<file path="src/hw/rtl/lbcp_pkg.sv">
`timescale 1ns / 1ps

package lbcp_pkg;

  localparam int BLK_W    = 15;
  localparam int IDX_W    = 5;
  localparam int MAP_WORD = 32;
  localparam int MAP_SH   = 5;

  localparam logic [1:0] OP_READ  = 2'd0;
  localparam logic [1:0] OP_WRITE = 2'd1;
  localparam logic [1:0] OP_FLUSH = 2'd2;

  typedef struct packed {
    logic [1:0]       op;
    logic [BLK_W-1:0] block_number;
  } lbcp_in_t;

  typedef struct packed {
    logic             zero_fill;
    logic             hit;
    logic [IDX_W-1:0] entry_index;
    logic             fetch;
    logic             write_back;
    logic [BLK_W-1:0] write_back_block;
    logic             last;
  } lbcp_out_t;

endpackage

</file>
<file path="src/hw/rtl/lbcp_victim_unit.sv">
`timescale 1ns / 1ps

module lbcp_victim_unit import lbcp_pkg::*; #(
  parameter int ENTRIES = 20,
  parameter int COUNT_BITS = 16,
  localparam int IW = $clog2(ENTRIES)
) (
  input  logic                  clk_i,
  input  logic                  rst_ni,
  input  logic                  start_i,
  input  logic                  step_i,
  input  logic [IW-1:0]         idx_i,
  input  logic                  ent_valid_i,
  input  logic                  ent_dirty_i,
  input  logic [BLK_W-1:0]      ent_blk_i,
  input  logic [COUNT_BITS-1:0] ent_cnt_i,
  input  logic [BLK_W-1:0]      blk_i,
  output logic                  hit_o,
  output logic [IW-1:0]         hit_idx_o,
  output logic [COUNT_BITS-1:0] hit_cnt_o,
  output logic [IW-1:0]         vic_idx_o,
  output logic                  vic_wb_o,
  output logic [BLK_W-1:0]      vic_blk_o
);

  logic                  hit_q;
  logic                  cl_found_q;
  logic                  al_found_q;
  logic [IW-1:0]         hit_idx_q;
  logic [COUNT_BITS-1:0] hit_cnt_q;
  logic [IW-1:0]         cl_idx_q;
  logic [COUNT_BITS-1:0] cl_cnt_q;
  logic [IW-1:0]         al_idx_q;
  logic [COUNT_BITS-1:0] al_cnt_q;
  logic [BLK_W-1:0]      al_blk_q;
  logic                  take_hit;
  logic                  take_cl;
  logic                  take_al;

  assign take_hit = step_i && !hit_q && ent_valid_i && (ent_blk_i == blk_i);
  assign take_cl  = step_i && !ent_dirty_i && (!cl_found_q || (cl_cnt_q > ent_cnt_i));
  assign take_al  = step_i && (!al_found_q || (al_cnt_q > ent_cnt_i));

  always_ff @(posedge clk_i or negedge rst_ni) begin
    if (!rst_ni) begin
      hit_q      <= 1'b0;
      cl_found_q <= 1'b0;
      al_found_q <= 1'b0;
    end else if (start_i) begin
      hit_q      <= 1'b0;
      cl_found_q <= 1'b0;
      al_found_q <= 1'b0;
    end else begin
      if (take_hit) hit_q <= 1'b1;
      if (take_cl)  cl_found_q <= 1'b1;
      if (take_al)  al_found_q <= 1'b1;
    end
  end

  always_ff @(posedge clk_i) begin
    if (take_hit) begin
      hit_idx_q <= idx_i;
      hit_cnt_q <= ent_cnt_i;
    end
    if (take_cl) begin
      cl_idx_q <= idx_i;
      cl_cnt_q <= ent_cnt_i;
    end
    if (take_al) begin
      al_idx_q <= idx_i;
      al_cnt_q <= ent_cnt_i;
      al_blk_q <= ent_blk_i;
    end
  end

  assign hit_o     = hit_q;
  assign hit_idx_o = hit_idx_q;
  assign hit_cnt_o = hit_cnt_q;
  assign vic_idx_o = cl_found_q ? cl_idx_q : al_idx_q;
  assign vic_wb_o  = !cl_found_q;
  assign vic_blk_o = al_blk_q;

endmodule

</file>
<file path="config.mk">
export PLATFORM = sky130hd
export DESIGN_NAME = lbcp_victim_unit
export DESIGN_NICKNAME = d
export VERILOG_FILES = /design/src/hw/rtl/lbcp_pkg.sv /design/src/hw/rtl/lbcp_victim_unit.sv
export SDC_FILE = /design/constraint.sdc
export NUM_CORES = 1
export LEC_CHECK = 0
export CORE_MARGIN = 5
export CORE_UTILIZATION = 55
export CTS_CLUSTER_SIZE = 10
export DETAILED_ROUTE_END_ITERATION = 8
export DONT_BUFFER_PORTS = 1
export GPL_ROUTABILITY_DRIVEN = 0
export PLACE_DENSITY_LB_ADDON = 0.05
export SKIP_CTS_REPAIR_TIMING = 1
export SLEW_MARGIN = 25
export SYNTH_ARGS = -nofsm -noshare
export SYNTH_HDL_FRONTEND = slang
export SYNTH_SLANG_ARGS = --single-unit
</file>
<file path="constraint.sdc">
create_clock -name clk_i -period 4.7 [get_ports clk_i]
set_input_delay 0.94 -clock clk_i [delete_from_list [all_inputs] [get_ports clk_i]]
set_output_delay 0.94 -clock clk_i [all_outputs]
set_load 0.05 [all_outputs]
</file>
==> impl_metrics.tcl <==
set metrics [dict create \
    drv_cap 0 \
    portBuffers 0 \
    ys_warn_count 0 \
    start_util_pct 55.5 \
    grt_pass1_wl_microns 9680 \
    synthArstFlopShare_pct 3.70 \
    cts_made_buffers 9 \
    hold_class "in -> async" \
    cp_max_fo 20 \
    nNetsFinal 315 \
    wl_microns 6300 \
    final_cell_mix "edfxtp_1 (78), ha_1 (32), inv_1 (18)" \
    tightest_slew_ns 0.830 \
    first_global_vias 2010 \
    power.density_mw_per_mm2 402 \
    worst_ep_arrival_time_ns 2.91 \
    startpoint_type "input port" \
    drc 0 \
    slew_viol_final 0 \
    outcome "finished, final reports clean" \
    rsz0062_at_grt "no" \
    cts.sinks 81 \
    r2r_slack_ns 2.06 \
    row_count 29 \
    dieArea_sq_mm 0.00798 \
    synth_edf_count 78 \
    slew_headroom_pct 44.2 \
    dr_total_vias 1760 \
    vdd_drop_max_uv 245 \
    drive_above_1_share_pct 11.7 \
    clkLatencyLatePin_ns 0.34 \
    detail-route-antenna-nets 0 \
    ys_seq_area_share_pct 69.8 \
    vias_per_cell 5.71 \
    max_freq_ghz 0.346 \
    path_class "in -> reg" \
    antenna_cells 0 \
    area_delta_synth_final_pct 10.3 \
    final_common_cell "edfxtp_1" \
    avgRoutedWirePerCell_microns 20.5 \
    drtIter0Drc 88 \
    ff2ff_path_depth 5 \
    r2r_end "al_cnt_q[1]" \
    core_area_sq_mm 0.00624 \
    layout_min_cycle_time_ns 2.89 \
    die-height_microns 89.3 \
    grt_max_degree 21 \
    p_leak_nw 1.41 \
    setup_viol 0 \
    synth.avg_cell_area_sq_um 16.2 \
    antenna_found_initial 0 \
    total_power_mw 1.53 \
    grt-ovfl-total 0 \
    htreeDepth 3 \
    hold_violations 0 \
    worstReg2RegStart "al_cnt_q[14]" \
    clock_skew_ns 0.00909 \
    cp.required_ns 4.72 \
    grt_usage_pct 16.8 \
    synthFlopType "edfxtp_1" \
    syn_nets 302 \
    root_buffer "clkbuf_8" \
    dieWidth_microns 89.3 \
    fillers 476 \
    netlist_instances 213 \
    cts_tree "built" \
    syn-cell-area_sq_mm 0.00346 \
    hpwl_microns 4840 \
    ctsLongestPathBuffers 2 \
    io_pins 100 \
    end_kind "flop" \
    ys_seq_elements 81 \
    synth_cell_types 30 \
    tns_ns 0 \
    clkTransAtPathRegs_ns 0.07 \
    firstDrtPassIters 4 \
    fin_crit_sh_pct 61.5 \
]
[registers in the layout, summed over array words and instances (netlist names)]
register    cells
al_cnt_q       16
cl_cnt_q       16
hit_cnt_o      16
vic_blk_o      15
al_idx_q        5
cl_idx_q        5
hit_idx_o       5
al_found_q      1
cl_found_q      1
hit_o           1
[power by group]
part	leakage, nW	internal (mW)	switching (mW)
registers	0.771	0.829	0.0415
logic	0.533	0.0432	0.0731
clock network	0.107	0.302	0.244
total	1.41	1.17	0.359
[synth_stat cells (2+ instances only)]
master / count / area share (%)
a2111o_1: 2 / 0.65
a21oi_1: 13 / 1.9
o21ai_0: 2 / 0.29
nand2b_1: 3 / 0.54
ha_1: 32 / 12
nor2_1: 4 / 0.43
inv_1: 18 / 2.0
nand2_1: 5 / 0.54
nand4_1: 9 / 1.6
xnor2_1: 15 / 3.8
nor2b_1: 2 / 0.36
edfxtp_1: 78 / 68
nor4_2: 2 / 0.72
a31oi_1: 2 / 0.36
nand3_1: 4 / 0.58
o211ai_1: 2 / 0.43
mux2_2: 5 / 1.6
dfrtp_1: 3 / 2.2
[layer usage]
layer / part of all wire [%] / up-vias / track usage (%)
li1: - / 841 / -
met1: 39 / 842 / 18.6
met2: 50 / 70 / 27.4
met3: 9.6 / 7 / 8.76
met4: 1.5 / 0 / 6.77
met5: 0 / - / 0
[how the worst max path moves through the flow]
stage	slack, ns	cells after the start	endpoint	startpoint
after floorplan	0.61	5	al_cnt_q[0]	ent_cnt_i[14]
after global placement	1.51	6	al_cnt_q[6]	ent_cnt_i[14]
after detailed placement	1.44	6	al_cnt_q[7]	ent_cnt_i[14]
after CTS	1.81	6	al_cnt_q[1]	ent_cnt_i[14]
after global routing	1.69	6	al_cnt_q[6]	ent_cnt_i[14]
final	1.81	6	al_cnt_q[1]	ent_cnt_i[14]
[layout make-up]
| cell class | count | area (sq um) | area share [%] |
|---|---|---|---|
| flip-flops and latches | 81 | 2420 | 63.3 |
| multi-input cells | 113 | 995 | 26.1 |
| clock buffers | 10 | 128 | 3.34 |
| well taps | 77 | 96.3 | 2.52 |
| clock inverters | 6 | 90.1 | 2.36 |
| inverters | 18 | 67.6 | 1.77 |
| repair buffers | 3 | 22.5 | 0.590 |
[critical path, stage by stage]
cell      delay, ns
inv_1          0.04
ha_1           0.31
nand4_1        0.19
a2111o_1       0.47
a31oi_4        0.55
buf_4          0.40
[stage by stage]
step / cells / setup slack, ns / hold WS, ns / utilization (%) / area [sq um]
6_report: 308 / 1.81 / 0.289 / 61.1 / 3820
2_1_floorplan: 213 / 0.611 / 0.478 / - / 3460
4_1_cts: 308 / 1.81 / 0.270 / 61.1 / 3820
5_1_grt: 308 / 1.69 / 0.256 / 61.1 / 3820
3_3_place_gp: 292 / 1.51 / 0.536 / 57.7 / 3600
3_5_place_dp: 292 / 1.44 / 0.566 / 57.7 / 3600
[kinds of logic (layout without fill, tap and decap cells)]
kind of cell / after synthesis / in the layout / share of synthesized area [%]
AOI/OAI and AO/OA: 29 / 29 / 5.57
xor gates and xnor gates: 15 / 15 / 3.80
adders and majority gates: 32 / 32 / 11.6
buffers and inverters: 19 / 37 / 2.10
DFF: 81 / 81 / 69.8
muxes: 5 / 5 / 1.63
and+or+nand+nor: 32 / 32 / 5.50
Note: power is estimated with default switching activity, not from simulation.
