==> config.mk <==
export PLATFORM = sky130hd
export DESIGN_NAME = lbcp_entry_ram
export DESIGN_NICKNAME = d
export VERILOG_FILES = /design/src/hw/rtl/lbcp_pkg.sv /design/src/hw/rtl/lbcp_entry_ram.sv
export SDC_FILE = /design/constraint.sdc
export NUM_CORES = 1
export LEC_CHECK = 0
export BUFFER_PORTS_ARGS = -buffer_cell sky130_fd_sc_hd__buf_2
export CORE_MARGIN = 2
export CORE_UTILIZATION = 55
export CTS_CLUSTER_SIZE = 40
export DETAILED_ROUTE_END_ITERATION = 7
export GPL_ROUTABILITY_DRIVEN = 0
export PLACE_DENSITY_LB_ADDON = 0.12
export SYNTH_ARGS = -nofsm -noshare
export SYNTH_HDL_FRONTEND = slang
export SYNTH_SLANG_ARGS = --single-unit
==> constraint.sdc <==
create_clock -name clk_i -period 5.8 [get_ports clk_i]
set_clock_uncertainty 0.2 [all_clocks]
set_input_delay 0.58 -clock clk_i [delete_from_list [all_inputs] [get_ports clk_i]]
set_output_delay 0.58 -clock clk_i [all_outputs]
set_load 0.03 [all_outputs]
==> src/hw/rtl/lbcp_pkg.sv <==
`timescale 1ns / 1ps

package lbcp_pkg;

  localparam int BLK_W    = 15;
  localparam int IDX_W    = 5;
  localparam int MAP_WORD = 32;
  localparam int MAP_SH   = 5;

  localparam logic [1:0] OP_READ  = 2'd0;
  localparam logic [1:0] OP_WRITE = 2'd1;
  localparam logic [1:0] OP_FLUSH = 2'd2;

  typedef struct packed {
    logic [1:0]       op;
    logic [BLK_W-1:0] block_number;
  } lbcp_in_t;

  typedef struct packed {
    logic             zero_fill;
    logic             hit;
    logic [IDX_W-1:0] entry_index;
    logic             fetch;
    logic             write_back;
    logic [BLK_W-1:0] write_back_block;
    logic             last;
  } lbcp_out_t;

endpackage

==> src/hw/rtl/lbcp_entry_ram.sv <==
`timescale 1ns / 1ps

module lbcp_entry_ram import lbcp_pkg::*; #(
  parameter int ENTRIES = 20,
  parameter int COUNT_BITS = 16,
  localparam int IW = $clog2(ENTRIES)
) (
  input  logic                  clk_i,
  input  logic                  rd_en_i,
  input  logic [IW-1:0]         rd_addr_i,
  output logic [BLK_W-1:0]      rd_blk_o,
  output logic [COUNT_BITS-1:0] rd_cnt_o,
  input  logic                  wr_en_i,
  input  logic [IW-1:0]         wr_addr_i,
  input  logic [BLK_W-1:0]      wr_blk_i,
  input  logic [COUNT_BITS-1:0] wr_cnt_i
);

  logic [BLK_W+COUNT_BITS-1:0] mem_q [ENTRIES];
  logic [BLK_W+COUNT_BITS-1:0] rd_q;

  always_ff @(posedge clk_i) begin
    if (wr_en_i) begin
      mem_q[wr_addr_i] <= {wr_blk_i, wr_cnt_i};
    end
    if (rd_en_i) begin
      rd_q <= mem_q[rd_addr_i];
    end
  end

  assign rd_blk_o = rd_q[BLK_W+COUNT_BITS-1:COUNT_BITS];
  assign rd_cnt_o = rd_q[COUNT_BITS-1:0];

endmodule

==> impl_metrics.toml, run 1 <==
[floorplan]
die_h_um = 217
boundaryPins = 75
start_util_pct = 55.3
die_area_um2 = 47100
core_um2 = 45100
num_rows = 78
fp.dieW_um = 217

[cells_and_area]
antennaDiodeCount = 0
fin_nets = 1471
area_growth_pct = 12.9
utilization_pct = 62.5
drive_gt1_share_pct = 19.3
n_fill_cell = 3243

[global_route]
antenna_found_initial = 1
grt_pass1_wl_um = 81900
grtUsageMet3_pct = 3.44
grt_usage_pct = 24.3
grt.met1_usage_pct = 34.0
use_met2_pct = 39.8
grt_overflow_total = 0
grt_start_max_net_pins = 74
grt-busiest-layer = "met2"
grt_pass1_vias = 12534

[setup_path]
worstRegToRegCells = 3
required_ps = 5940
end_kind = "register"
timing.rr.start = "mem_q[6][25]$_DFFE_PP_"
path_class = "input port to register"
cp-start-kind = "input port"
rrSetupSlack_ps = 3910
critPathArrivalTime_ps = 3130
path_max_fanout = 47
rr_endpoint = "rd_q[25]$_DFFE_PP_"

[sta]
finalHoldViolCount = 0
fin_tns_setup_ps = 0
post-route-period-util_pct = 51.6
setup_slack_ps = 2810
drv_slew = 0
max_freq_mhz = 334
tightestPinTransition_ps = 1140
hold-worst-slack_ps = 186
finalCriticalPeriod_ps = 2990
rsz0062_at_grt = "false"
setup_viol = 0
relSlewSlack_pct = 23.8

[clocking]
clkLatencyLatePin_ps = 590
cts_buffers = 66
post-cts-setup-buffers = 0
clk_path_buf_depth = 3
cts_tree = "yes"
h-tree-depth = 3
clockRootBuffer = "clkbuf_16"
cts.sinks = 651
holdBufCountCts = 0
cts_resized = 0
clkSlewWorstSetupHoldPaths_ps = 60

[logic_synthesis]
synth_edf_count = 651
ys_types = 31
yosys_warnings = 0
syn_area_per_cell_um2 = 18.9
synth.area.top_cells = "edfxtp_1 78%, mux2i_1 9.0%, mux4_2 2.8%"
synth_top_area_share_pct = 78.4
yosys.cell_count.top_type = "edfxtp_1"
synth_area_leader_cell = "edfxtp_1"
synth_nets = 1365
synth-seq-cells = 651
yosys_most_used_dff = "edfxtp_1"
ys_seq_area_share_pct = 78.4
synth_commonest_cells = "651 x edfxtp_1, 224 x mux2i_1, 64 x nand2_1"
netlist_instances = 1321
async_reset_ff_share_pct = 0
netlist_area_um2 = 24900

[detailed_routing]
routed_wl_um = 55700
dr.pass1.iters = 7
drc = 0
routedWlPerCell_um = 26.8
vias = 12530
vias_per_cell = 6.04
ant_nets = 0
drt_iter0_markers = 1147

[hold_path]
hold_end = "mem_q[14][16]$_DFFE_PP_"
min_path_type = "input port to register"
min_path_cells = 1
hp-start = "wr_blk_i[0]"

[power]
powerDensity_nw_per_um2 = 350
p_leak_nw = 9.57
total_power_mw = 9.85
vdd_drop_max_v = 0.000248

[placed_design]
hpwl_um = 29200
port_buffers = 74
dp_worst_setup_slack_ps = 2250

[flow_run]
maxCapViolations = 0

[status]
status = "finished, final reports clean"
state kept, by name (all words and copies together) (netlist names):
| signal | cells |
|---|---|
| mem_q | 620 |
| rd_q | 31 |
final cells by class:
cell class                      instances  area, um2  share of cell area (%)
Clock buffer                           85       1830                    6.50
Clock inverter                         31        248                   0.880
Multi-Input combinational cell        601       5130                    18.2
Sequential cell                       651      19500                    69.4
Tap cell                              600        751                    2.67
Timing Repair Buffer                  107        653                    2.32
critical path: stages:
cell and delay (ps):
buf_2 100, buf_4 350, nand2_1 940, buf_4 470
o22ai_1 150, a2111oi_1 390, nand2_1 100
how the worst max path moves through the flow:
| stage | slack, ps | to | depth (start not counted) | from |
|---|---|---|---|---|
| floorplan | 2740 | mem_q[12][0]$_DFFE_PP_ | 2 | wr_addr_i[1] |
| global placement | 2310 | rd_q[26]$_DFFE_PP_ | 7 | rd_addr_i[1] |
| detailed placement | 2250 | rd_q[26]$_DFFE_PP_ | 7 | rd_addr_i[1] |
| CTS | 2830 | rd_q[26]$_DFFE_PP_ | 7 | rd_addr_i[1] |
| global route | 2730 | rd_q[26]$_DFFE_PP_ | 7 | rd_addr_i[1] |
| finish | 2810 | rd_q[26]$_DFFE_PP_ | 7 | rd_addr_i[1] |
cell usage in the layout (no fill, tap or decap):
master and n:
edfxtp_1 651, mux2i_1 224, buf_2 73, clkbuf_16 71
nand2_1 64, nand3_1 56, a22oi_1 31, a21oi_1 31
mux4_2 31, o22ai_1 31, nor2_1 31, buf_4 31
mux2_2 24, a211oi_1 24, nor2_4 21, clkbuf_1 14
clkinv_1 13, clkinv_2 11, nor3_1 8, a2111oi_1 5
nand3b_1 4, bufinv_16 4, or3b_2 3, nor2b_4 2
clkinvlp_4 2, buf_12 2, and2_2 1, or2_2 1
nor3b_4 1, nor2b_2 1, nand4b_1 1, nand4bb_2 1
nand2b_2 1, and3b_1 1, a2111oi_0 1, a2111oi_2 1
or3_1 1, inv_6 1, buf_8 1
report_power, final:
| part | leakage (nW) | switching (mW) | internal [mW] |
|---|---|---|---|
| Clock | 1.02 | 1.70 | 2.40 |
| Combinational | 2.66 | 0.322 | 0.153 |
| Sequential | 5.89 | 0.0207 | 5.26 |
metal layers:
layer	wire, um	share of wire, %
met1	23700	43
met5	13	0.023
met3	3350	6.0
met2	27400	49
met4	1240	2.2
metrics by stage:
stage | instance area [um2] | cells
after detailed placement | 26100 | 1959
after floorplan | 24900 | 1321
after global routing | 28200 | 2075
after CTS | 28200 | 2075
after global placement | 26100 | 1959
final | 28200 | 2075
cells by family (layout without fill, tap and decap cells):
family | count (synthesis) | count (layout) | synth area share, %
multiplexers | 279 | 279 | 12.9
AND/OR/NAND/NOR | 198 | 198 | 3.62
AO/OA/AOI/OAI | 124 | 124 | 3.35
buffers and inverters | 69 | 223 | 1.79
flip-flops | 651 | 651 | 78.4
No activity file was read; power rests on OpenSTA's default activity.
==> run 2, diff against run 1 <==
==> constraint.sdc (replaced) <==
create_clock -name clk_i -period 2.5 [get_ports clk_i]
set_clock_uncertainty 0.2 [all_clocks]
set_input_delay 0.25 -clock clk_i [delete_from_list [all_inputs] [get_ports clk_i]]
set_output_delay 0.25 -clock clk_i [all_outputs]
set_load 0.03 [all_outputs]
==> run 2 against run 1 <==
Register-to-register slack worse by 3400 ps. Final cell count rose by 4.7%. First-iteration DRC count up 6.8%. Critical path depth fell by 1. Die area unchanged. Setup slack got worse by 2500 ps. Wire length is 5.8% higher. Non-clock buffer count rose by 96. Global-route usage grew 1.3 points. Via count rose by 3.2%. Largest cell class unchanged.
==> impl_metrics.toml, run 2 (synthesis results as in run 1) <==
[cells_and_area]
mostFrequentLayoutCell = "edfxtp_1"
fin_nets = 1568
post-route-cell-area_um2 = 29300
area_growth_pct = 17.5
reg_top3 = "mem_q: 620 flops, rd_q: 31 flops"
final_cells = 2173
final_cell_mix = "651 x edfxtp_1, 224 x mux2i_1, 73 x buf_2"
antennaDiodeCount = 0
drive_gt1_share_pct = 21.8
regMostFlops = "mem_q"
utilization_pct = 65.0
largest_register_ffs = 620

[setup_path]
rrSetupSlack_ps = 540
critPathArrivalTime_ps = 2460
timing.rr.start = "mem_q[7][26]$_DFFE_PP_"
rr_endpoint = "rd_q[26]$_DFFE_PP_"
startpoint = "rd_addr_i[4]"
worstRegToRegCells = 3
end_kind = "register"
path_class = "input port to register"
required_ps = 2730
cp-start-kind = "input port"
cp-endpoint = "rd_q[15]$_DFFE_PP_"
path_max_fanout = 24

[sta]
setup_slack_ps = 271
hold-worst-slack_ps = 110
max_freq_mhz = 449
rsz0062_at_grt = "false"
fin_tns_setup_ps = 0
drv_slew = 0
finalCriticalPeriod_ps = 2230
relSlewSlack_pct = 24.8
setup_viol = 0
tightestPinTransition_ps = 1130
finalHoldViolCount = 0
post-route-period-util_pct = 89.2

[detailed_routing]
vias = 12936
vias_per_cell = 5.95
drt_iter0_markers = 1225
routedWlPerCell_um = 27.1
dr.pass1.iters = 5
ant_nets = 0
drc = 0
routed_wl_um = 58900

[power]
vdd_drop_max_v = 0.000556
pwr-share-comb_pct = 5.6
p_sw_mw = 4.76
powerDensity_nw_per_um2 = 774
swShare_pct = 21.0
internal_power_mw = 17.9
p_leak_nw = 10.1
p_seq_share_pct = 54.0
total_power_mw = 22.7
clockPowerShare_pct = 40.5

[floorplan]
boundaryPins = 75
die_h_um = 217
start_util_pct = 55.3
core_um2 = 45100
die_area_um2 = 47100
num_rows = 78
fp.dieW_um = 217

[global_route]
antenna_found_initial = 0
grt_pass1_vias = 12855
grt_pass1_wl_um = 85500
grt_start_max_net_pins = 32
grt_overflow_total = 0
grt_usage_pct = 25.6

[placed_design]
port_buffers = 74
place_area_um2 = 27000
dp_cells = 2022
hpwl_um = 32000
dp_worst_setup_slack_ps = 133

[clocking]
cts_tree = "yes"
cts_buffers = 67
holdBufCountCts = 33
clkSlewWorstSetupHoldPaths_ps = 60
clockRootBuffer = "clkbuf_16"
cts.sinks = 651
h-tree-depth = 3
clkLatencyLatePin_ps = 580
post-cts-setup-buffers = 0
clk_path_buf_depth = 3
cts_resized = 0

[status]
status = "finished, final reports clean"

[hold_path]
min_path_type = "input port to register"

[flow_run]
maxCapViolations = 0
==> run 2: cell count changes in the layout (fill, tap and decap cells not counted), sizes merged <==
cell,before,now
inv,1,2
clkinvlp,2,0
bufinv,4,1
dlygate4sd3,0,33
clkinv,24,30
buf,107,170
==> run 2: worst min-delay path by stage <==
stage                      startpoint                endpoint  cells after the start
3_3_place_gp             wr_cnt_i[10]  mem_q[9][10]$_DFFE_PP_                      1
6_report                 rd_addr_i[1]      rd_q[25]$_DFFE_PP_                      4
2_1_floorplan             wr_cnt_i[0]   mem_q[0][0]$_DFFE_PP_                      0
5_1_grt                  rd_addr_i[1]      rd_q[25]$_DFFE_PP_                      4
4_1_cts                  rd_addr_i[1]      rd_q[25]$_DFFE_PP_                      4
3_5_place_dp   mem_q[2][30]$_DFFE_PP_      rd_q[30]$_DFFE_PP_                      4
==> run 2: layout make-up <==
class / count / area (um2)
Timing Repair Buffer: 203 / 1870
Clock inverter: 33 / 174
Clock buffer: 85 / 1830
Multi-Input combinational cell: 601 / 5140
Tap cell: 600 / 751
Fill cell: 3115 / 15800
Sequential cell: 651 / 19500
==> run 2: metal layers <==
| metal | track usage [%] | wire length (um) | vias to the layer above |
|---|---|---|---|
| met2 | 43.8 | 30100 | 414 |
| met1 | 34.0 | 24200 | 6727 |
| met3 | 4.14 | 3230 | 101 |
| met5 | 0 | 0 | - |
| li1 | - | - | 5694 |
| met4 | 7.90 | 1410 | 0 |
==> run 2: worst max-delay path: stages <==
cell           delay [ps]
dlygate4sd3_1         530
buf_2                 180
nor3b_4               210
nor2b_4               940
a211oi_1              190
nand3_1               140
==> run 2: power groups by stage <==
stage                     clock, mW  combinational, mW  sequential [mW]
after floorplan                   0              0.585             12.6
after CTS                      9.34               1.27             12.3
final                          9.19               1.27             12.2
after global placement            0               1.21             12.5
after global routing           9.76               1.35             12.3
after detailed placement          0               1.23             12.5
